## src/design/psif_pkg.sv

```systemverilog
// ----------------------------------------------------------------------------
// psif_pkg
// Shared types and constants of the pair-sum index finder: table entry
// layout, result codes and hash constants.
// ----------------------------------------------------------------------------
`default_nettype none

package psif_pkg;

    localparam int KEY_W    = 32;   // element and key width
    localparam int IDX_W    = 10;   // stored and reported index width
    localparam int TAG_W    = 8;    // epoch tag width of a table entry
    localparam int HX_W     = 24;   // width of the hashed word before the modulo
    localparam int HX_SHIFT = 8;    // hashed word is the product shifted down by this
    localparam int OUT_W    = 24;   // m_tdata width: two indices padded to bytes

    localparam logic [KEY_W-1:0] HASH_MULT = 32'h9E37_79B1;

    typedef enum logic [1:0] {
        ST_FOUND    = 2'd0,
        ST_NONE     = 2'd1,
        ST_OVERFLOW = 2'd2
    } status_t;

    // which key a hash request carries
    localparam logic HK_COMP  = 1'b0;
    localparam logic HK_VALUE = 1'b1;

    typedef struct packed {
        logic vld;
        logic kind;
    } hash_ctl_t;

    typedef struct packed {
        logic [TAG_W-1:0] tag;
        logic [KEY_W-1:0] key;
        logic [IDX_W-1:0] idx;
    } entry_t;

endpackage

`default_nettype wire

```

## src/design/psif_hash.sv

```systemverilog
// ----------------------------------------------------------------------------
// psif_hash
// Four-stage home-slot pipeline: multiplicative hash, then the modulo by the
// table depth through a reciprocal multiply, a back-multiply and a subtract.
// ----------------------------------------------------------------------------
`default_nettype none

module psif_hash #(
    parameter int DEPTH = 1024
) (
    input  wire logic                             clk,
    input  wire logic                             rst_n,
    input  wire psif_pkg::hash_ctl_t              in_ctl,
    input  wire logic [psif_pkg::KEY_W-1:0]       in_key,
    output psif_pkg::hash_ctl_t                   out_ctl,
    output logic      [$clog2(DEPTH)-1:0]         out_slot
);

    localparam int SLOT_W  = $clog2(DEPTH);
    localparam int HX_W    = psif_pkg::HX_W;
    localparam int SH      = HX_W + SLOT_W;
    localparam int RECIP_W = HX_W + 1;
    localparam int QP_W    = HX_W + RECIP_W;
    // exact quotient for every HX_W-bit dividend
    localparam longint unsigned RECIP = ((64'd1 << SH) + DEPTH - 1) / DEPTH;

    psif_pkg::hash_ctl_t c1_reg, c2_reg, c3_reg, c4_reg;
    logic [psif_pkg::KEY_W-1:0] h_reg;
    logic [HX_W-1:0]            x2_reg, x3_reg;
    logic [HX_W-1:0]            q_reg;
    logic [HX_W-1:0]            qd_reg;
    logic [SLOT_W-1:0]          slot_reg;

    logic [psif_pkg::KEY_W-1:0] h_next;
    logic [HX_W-1:0]            x1;
    logic [QP_W-1:0]            qp;
    logic [HX_W-1:0]            q_next;
    logic [HX_W-1:0]            qd_next;
    logic [HX_W-1:0]            r;
    logic [SLOT_W-1:0]          slot_next;

    assign h_next  = in_key * psif_pkg::HASH_MULT;
    assign x1      = h_reg[psif_pkg::KEY_W-1:psif_pkg::HX_SHIFT];
    assign qp      = QP_W'(x1) * QP_W'(RECIP);
    assign q_next  = HX_W'(qp >> SH);
    assign qd_next = q_reg * HX_W'(DEPTH);
    assign r       = x3_reg - qd_reg;
    // one correction step keeps the remainder below the depth
    assign slot_next = (r >= HX_W'(DEPTH)) ? SLOT_W'(r - HX_W'(DEPTH)) : SLOT_W'(r);

    always_ff @(posedge clk or negedge rst_n)
    begin
        if (!rst_n)
        begin
            c1_reg <= '0;
            c2_reg <= '0;
            c3_reg <= '0;
            c4_reg <= '0;
        end
        else
        begin
            c1_reg <= in_ctl;
            c2_reg <= c1_reg;
            c3_reg <= c2_reg;
            c4_reg <= c3_reg;
        end
    end

    always_ff @(posedge clk)
    begin
        h_reg    <= h_next;
        x2_reg   <= x1;
        q_reg    <= q_next;
        x3_reg   <= x2_reg;
        qd_reg   <= qd_next;
        slot_reg <= slot_next;
    end

    assign out_ctl  = c4_reg;
    assign out_slot = slot_reg;

endmodule

`default_nettype wire

```

## config.mk

```make
export PLATFORM = sky130hd
export DESIGN_NAME = psif_hash
export DESIGN_NICKNAME = d
export VERILOG_FILES = /design/src/design/psif_pkg.sv /design/src/design/psif_hash.sv
export SDC_FILE = /design/constraint.sdc
export NUM_CORES = 1
export LEC_CHECK = 0
export BUFFER_PORTS_ARGS = -buffer_cell sky130_fd_sc_hd__buf_2
export CORE_MARGIN = 2
export CORE_UTILIZATION = 58
export CTS_CLUSTER_DIAMETER = 150
export CTS_CLUSTER_SIZE = 14
export DETAILED_ROUTE_END_ITERATION = 7
export GPL_ROUTABILITY_DRIVEN = 1
export PLACE_DENSITY = 0.89
export RECOVER_POWER = 100
export SLEW_MARGIN = 20
export SYNTH_ARGS = -nofsm -noshare
export SYNTH_HDL_FRONTEND = slang
export SYNTH_SLANG_ARGS = --single-unit
```

## constraint.sdc

```tcl
create_clock -name clk -period 0.8 [get_ports clk]
set_clock_uncertainty 0.1 [all_clocks]
set_input_delay 0.04 -clock clk [delete_from_list [all_inputs] [get_ports clk]]
set_output_delay 0.04 -clock clk [all_outputs]
set_load 0.05 [all_outputs]
```

==> results of run 1 <==
==> worst max-delay path by stage <==
stage | to | cells past startpoint | startpoint
2_1_floorplan | h_reg[17] | 19 | in_key[2]
3_3_place_gp | h_reg[17] | 20 | in_key[2]
3_5_place_dp | h_reg[17] | 17 | in_key[2]
4_1_cts | h_reg[17] | 17 | in_key[2]
5_1_grt | h_reg[17] | 20 | in_key[2]
6_report | h_reg[17] | 20 | in_key[2]
==> final cells by class <==
type / instances / area (um^2) / area share (%)
clock buffers: 6 / 72.6 / 1.41
inverters: 75 / 285 / 5.55
well taps: 75 / 93.8 / 1.83
multi-input cells: 176 / 2800 / 54.4
flip-flops and latches: 48 / 1010 / 19.7
repair buffers: 89 / 818 / 15.9
clock inverters: 2 / 60.1 / 1.17
==> critical path, cell delays in order <==
cell	delay [ns]
buf_8	0.08
clkinvlp_4	0.12
fa_1	0.55
inv_2	0.05
fa_2	0.40
fa_1	0.49
inv_1	0.06
fa_2	0.52
inv_2	0.05
ha_4	0.27
ha_4	0.19
fa_1	0.48
inv_1	0.06
fa_1	0.49
inv_2	0.05
ha_4	0.22
a21o_1	0.21
a21o_1	0.18
a41oi_2	0.17
xnor2_1	0.14
==> synth_stat cells, drive strengths merged <==
library cell and instances:
ha 80, inv 75, dfxtp 40, fa 38
xnor2 25, dfrtp 8, nor2 6, a21o 5
xor2 5, a21oi 4, nand2 3, a31oi 2
a21bo 1, a21boi 1, a41oi 1, and3 1
nand3 1, nor3 1, o21a 1, or3 1
==> layer usage <==
metal  vias up  GRT usage (%)
met4         0           9.33
met2        92           51.9
met1      1217           29.0
li1       1121              -
met3        27           2.53
met5         -              0
==> through the flow <==
step	setup TNS, ns	worst slack, ns	hold WS, ns	area (um^2)	utilization (%)
2_1_floorplan	-29.82	-3.88	-0.356	3970	-
3_3_place_gp	-34.24	-4.06	-0.226	4550	77.3
3_5_place_dp	-34.98	-4.21	-0.215	4550	77.3
4_1_cts	-32.79	-3.78	-0.00213	4910	83.5
5_1_grt	-34.65	-3.98	0.114	5140	87.3
6_report	-33.58	-3.90	0.0789	5140	87.3
==> cell families (layout without fill, tap and decap cells) <==
group / after synthesis / count (layout) / synth area share [%]
AO/OA/AOI/OAI: 15 / 15 / 3.48
XOR/XNOR: 30 / 30 / 7.53
adder cells (fa/ha/maj): 118 / 118 / 50.5
buffers and inverters: 75 / 172 / 8.06
flip-flops: 48 / 48 / 28.7
AND/OR/NAND/NOR: 13 / 13 / 1.79
==> repair_timing <==
item / CTS / global route
endpoints found under the setup margin: 22 / 22
resized for setup: 59 / 33
gates cloned: 0 / 0
endpoints found under the hold margin: 10 / 0
pin swaps: 19 / 18
setup buffers: 1 / 11
hold buffers: 3 / 0
==> cells in the final DEF (no fill, tap or decap), types with 2 or more instances in the layout <==
| master | instances |
|---|---|
| a21o_1 | 5 |
| a21oi_2 | 2 |
| buf_2 | 15 |
| buf_4 | 35 |
| buf_6 | 21 |
| buf_8 | 14 |
| bufinv_16 | 2 |
| clkbuf_1 | 2 |
| clkbuf_8 | 5 |
| dfrtp_1 | 8 |
| dfxtp_1 | 30 |
| dfxtp_2 | 10 |
| dlygate4sd3_1 | 3 |
| fa_1 | 33 |
| fa_2 | 5 |
| ha_1 | 42 |
| ha_4 | 38 |
| inv_1 | 59 |
| inv_2 | 15 |
| nand2_1 | 2 |
| nor2_1 | 4 |
| xnor2_1 | 21 |
| xnor2_2 | 4 |
| xor2_1 | 5 |
==> run_results.csv, run 1 <==
group,metric,value,unit
clocking,clk_transition_reported_paths,0.08,ns
die,ios,48,
clocking,cts.root.buffer_cell,"clkbuf_8",
synthesis,synth.avg_cell_area,11.7,um^2
critical_path,cp_max_fo,3,
die,die_x,81.6,um
die,die_area,6660,um^2
outcome,status,"finished, violations left",
finish,syn2layout_area_growth,47.2,%
synthesis,synth.lib_cells_used.distinct,20,
die,placement_rows,28,
outcome,violated_checks,"setup timing",
min_path,hold_path.class,"input port to async pin",
timing,maxSlewHeadroom,73.5,%
routing,vias_per_cell,5.22,
clocking,ctsHtreeMaxLevel,2,
grt,grt_pass1_vias,2715,
synthesis,synth_seq_area_share,28.7,%
synthesis,synthesis.area,3490,um^2
critical_path,worst-endpoint-required,0.93,ns
finish,layout_cell_share_with_drive_strength_beyond_1,44.9,%
routing,firstDrtPassIters,6,
grt,grt_first_pass_wirelength,12.8,mm
critical_path,worst_setup_path_end_kind,"flop",
grt,gr-usage-all-layers,26.3,%
routing,route.met2.wl,4.95,mm
timing,final-max-slew-violation-count,0,
synthesis,cell_type_with_the_largest_total_area_after_synthesis,"ha_1",
synthesis,synth_top_cell_area_share,28.7,%
finish,instances_no_fill,471,
critical_path,criticalPathCategory,"input port to flop",
timing,setup-violations-final,22,
critical_path,setup.worst_path.start_class,"input port",
routing,route.detailed.wl_per_inst,19.0,um
routing,drcViolationCount,0,
die,fp.dieH,81.6,um
routing,total_routed_length,8.97,mm
routing,wl_met3,383,um
grt,grt_antenna_before_repair,0,
grt,globalRouteOverflowTotal,0,
synthesis,netlist_instances,299,
routing,route.vias.total,2457,
finish,num-nets-final,549,
timing,fmax,213,MHz
critical_path,timing.reg2reg.setup_slack,0.22,ns
routing,ant_nets,0,
timing,layout_worst_path_cycle_share,587,%
synthesis,synth_seq_cells,48,
synthesis,synth.area.top_cells,"ha_1, dfxtp_1, fa_1, inv_1, xnor2_1",
clocking,cts.sinks,48,
timing,finalHoldViolCount,0,
critical_path,worst_r2r_startpoint,"c1_reg[0]",
placed_design,finalWeightedCongestion,0.884,
placed_design,input_output_buffers,33,
routing,route.layer.met1.wl,3.29,mm
die,initial_core_util,59.3,%
timing,final.min_clock_period,4.70,ns
placed_design,post-place-cells,449,
critical_path,worst-endpoint-arrival,4.82,ns
synthesis,yosysWarningCount,0,
finish,fillerInstances,256,
grt,largest_net_degree_at_the_start_of_global_routing,16,
timing,setup_ws,-3.90,ns
die,core_area,5890,um^2
timing,worst-slew-pin-transition,0.397,ns
finish,antennaDiodeCount,0,
routing,maxUsedRoutingLayer,"met4",
clocking,clockBufferDepth,2,
timing,rsz0062_at_grt,"true",
synthesis,synth_nets,453,
routing,initialDrtViolationCount,108,
critical_path,reg2reg_depth,0,
clocking,cts_tree,"built",
placed_design,dp_hpwl,6.14,mm
clocking,clock_insertion_delay_worst_skew,0.29,ns
run,maxCapViolations,0,
critical_path,rr_endpoint,"c2_reg[0]",
clocking,cts_buffers,5,
Power of run 1 is not shown: default switching activity piles up to over one toggle a cycle in this logic, so the estimate is an artifact.
==> run 2, diff against run 1 <==
--- a/config.mk
+++ b/config.mk
@@ -5,14 +5,14 @@
 export SDC_FILE = /design/constraint.sdc
 export NUM_CORES = 1
 export LEC_CHECK = 0
+export ABC_AREA = 1
 export BUFFER_PORTS_ARGS = -buffer_cell sky130_fd_sc_hd__buf_2
 export CORE_MARGIN = 2
-export CORE_UTILIZATION = 58
+export CORE_UTILIZATION = 59
 export CTS_CLUSTER_DIAMETER = 150
 export CTS_CLUSTER_SIZE = 14
 export DETAILED_ROUTE_END_ITERATION = 7
-export GPL_ROUTABILITY_DRIVEN = 1
-export PLACE_DENSITY = 0.89
+export PLACE_DENSITY = 0.9
 export RECOVER_POWER = 100
 export SLEW_MARGIN = 20
 export SYNTH_ARGS = -nofsm -noshare
==> run 2 against run 1 <==
The flow still finishes with violations (setup timing). Worst setup slack got worse by 0.13 ns. Maximum frequency shrank 2.8%. Core utilization increased by 1.8 points. First-iteration DRC count up 26%. Synthesized area increased by 9.2%. Synthesized cell count grew 32%. Register-to-register slack worse by 0.04 ns. Critical path depth stayed put. Clock-buffer cell count rose by 1. Global-route usage rose by 5.4 points. Design area up 9.4%. Sequential share of layout area decreased by 1.7 points. Largest cell class unchanged.
==> run_results.csv, run 2 <==
group,metric,value,unit
grt,grt_antenna_before_repair,0,
clocking,clk_transition_reported_paths,0.08,ns
routing,vias_per_cell,5.44,
clocking,clockBufferDepth,2,
min_path,hold_path.class,"input port to async pin",
outcome,violated_checks,"setup timing",
die,ios,48,
die,die_area,7120,um^2
grt,largest_net_degree_at_the_start_of_global_routing,15,
finish,num-nets-final,643,
finish,layout_common_cells,"inv_1, nand2_1, ha_4",
critical_path,rr_endpoint,"c3_reg[1]",
critical_path,worst-endpoint-arrival,4.92,ns
critical_path,crit_path_end,"h_reg[17]",
routing,initialDrtViolationCount,136,
timing,rsz0062_at_grt,"true",
synthesis,synthesis.area,3810,um^2
critical_path,reg2reg_depth,0,
synthesis,synth_seq_cells,48,
outcome,status,"finished, violations left",
routing,firstDrtPassIters,5,
critical_path,setup.worst_path.start_class,"input port",
synthesis,synth.avg_cell_area,9.65,um^2
finish,postLayoutCellArea,5620,um^2
finish,syn2layout_area_growth,47.5,%
routing,route.vias.total,3082,
synthesis,synth_nets,549,
clocking,cts.sinks,48,
critical_path,crit_path_max_incr_delay,0.55,ns
timing,finalHoldViolCount,0,
timing,worst-slew-pin-transition,0.451,ns
routing,route.detailed.wl_per_inst,19.8,um
critical_path,worst-endpoint-required,0.89,ns
synthesis,cell_type_with_the_largest_total_area_after_synthesis,"ha_1",
routing,drcViolationCount,0,
synthesis,synth.lib_cells_used.distinct,28,
synthesis,postSynth.asyncResetShare,16.7,%
timing,fmax,207,MHz
grt,grt_first_pass_wirelength,17.1,mm
placed_design,finalWeightedCongestion,0.847,
critical_path,timing.critical_path.cells,"buf_8 > clkinvlp_4 > fa_1 > inv_2 > fa_2 > fa_1 > inv_2 > fa_2 > fa_1 > inv_2 > ha_4 > fa_1 > fa_1 > ha_4 > a21o_1 > a31oi_1 > and3_4 > inv_1 > nand2_1 > nand2_1",
synthesis,synth_top_cells_by_count,"inv_1, ha_1, nand2_1, dfxtp_1, fa_1",
synthesis,synth_top_cell_area_share,26.2,%
clocking,ctsHtreeMaxLevel,2,
clocking,clock_insertion_delay_worst_skew,0.29,ns
synthesis,synth_seq_area_share,26.2,%
critical_path,cp_max_fo,4,
timing,final-max-slew-violation-count,0,
critical_path,crit_start,"in_key[2]",
finish,layout_cell_share_with_drive_strength_beyond_1,46.1,%
routing,ant_nets,0,
placed_design,dp_hpwl,7.60,mm
synthesis,synth.area.top_cells,"ha_1, dfxtp_1, fa_1, inv_1, nand2_1",
critical_path,crit_cells,20,
critical_path,crit_path_most_repeated_cell,"fa_1",
synthesis,netlist_instances,395,
critical_path,worst_setup_path_end_kind,"flop",
grt,globalRouteOverflowTotal,0,
clocking,cts.root.buffer_cell,"clkbuf_8",
timing,setup-violations-final,22,
clocking,cts_buffers,5,
critical_path,criticalPathCategory,"input port to flop",
synthesis,yosysMostFrequentCell,"inv_1",
clocking,cts_tree,"built",
critical_path,worst_r2r_startpoint,"c2_reg[1]",
synthesis,ys_dominant_reg_cell,"dfxtp_1",
synthesis,synth_edf_count,0,
die,placement_rows,29,
run,maxCapViolations,0,
die,core_area,6310,um^2
die,die_x,84.4,um
timing,layout_worst_path_cycle_share,604,%
die,initial_core_util,60.4,%
timing,maxSlewHeadroom,69.9,%
placed_design,placed_cell_area,4920,um^2
grt,global_route.peak_usage_layer,"met2",
finish,leading_cell_type_in_the_layout_fill_and_taps_excluded,"inv_1",
timing,final.min_clock_period,4.83,ns
grt,groute.layer.met2.usage,63.1,%
critical_path,worst_path_dominant_cell_family,"adder cells",
critical_path,timing.reg2reg.setup_slack,0.18,ns
grt,gr-usage-all-layers,31.7,%
critical_path,cp.buffers_inverters,6,
critical_path,critical-path-slowest-cell,"fa_1",
routing,total_routed_length,11.2,mm
die,fp.dieH,84.4,um
grt,global_route.usage.met3,3.44,%
finish,antennaDiodeCount,0,
timing,hold_slack,0.0940,ns
placed_design,input_output_buffers,33,
grt,gr-usage-met1,30.7,%
synthesis,yosysWarningCount,0,
grt,grt_pass1_vias,3592,
timing,setup_ws,-4.03,ns
==> run 2: cell count changes after synthesis, moves of 2 or more <==
cell / previous run / this run
nand3b_1: 0 / 2
nand3_1: 1 / 14
o21ai_2: 0 / 2
inv_1: 75 / 97
xor2_1: 5 / 7
xnor2_1: 25 / 5
nand2_1: 3 / 65
nand2_2: 0 / 7
a21o_1: 5 / 2
inv_2: 0 / 2
a21oi_2: 0 / 2
a21oi_1: 4 / 6
==> run 2: layout make-up <==
type	count	area, um^2
fillers	251	689
clock buffers	7	96.3
flip-flops and latches	48	1010
well taps	77	96.3
inverters	99	375
repair buffers	87	808
clock inverters	1	30.0
multi-input cells	248	3200
==> run 2: routing by layer <==
metal,share of wire [%],up-vias
li1,-,1403
met1,34,1484
met2,56,143
met3,4.3,52
met4,6.1,0
met5,0,-
==> run 2: logic make-up (layout without fill, tap and decap cells) <==
group	after synthesis	after routing	share of synthesized area, %
fa+ha+maj	118	118	46.2
buf+inv	99	194	9.74
compound gates	17	17	3.15
flops	48	48	26.2
xor+xnor	13	13	3.18
simple gates	100	100	11.5
==> run 2: through the flow <==
stage               utilization, %  setup TNS (ns)  cells  setup WS [ns]
detailed placement            77.9          -35.10    544          -4.32
global placement              77.9          -34.07    544          -4.11
CTS                           88.0          -32.94    567          -3.85
global route                  89.1          -34.57    567          -4.19
floorplan                        -          -30.10    395          -3.90
finish                        89.1          -33.33    567          -4.03
==> run 2: worst min path at each step <==
stage           from          to  slack [ns]
2_1_floorplan  rst_n   c1_reg[0]       -0.36
3_3_place_gp   rst_n  out_ctl[1]       -0.22
3_5_place_dp   rst_n   c3_reg[1]       -0.21
4_1_cts        rst_n   c3_reg[1]       0.006
5_1_grt        rst_n   c3_reg[1]        0.14
6_report       rst_n  out_ctl[0]        0.09
==> run 2: what timing repair did <==
action | CTS | global route
pin swaps | 47 | 24
setup buffers | 12 | 1
setup endpoints to repair | 22 | 22
gates resized for setup | 100 | 20
hold buffers | 3 | 0
hold endpoints to repair | 10 | 0
Power of run 2 is left out for the same reason.
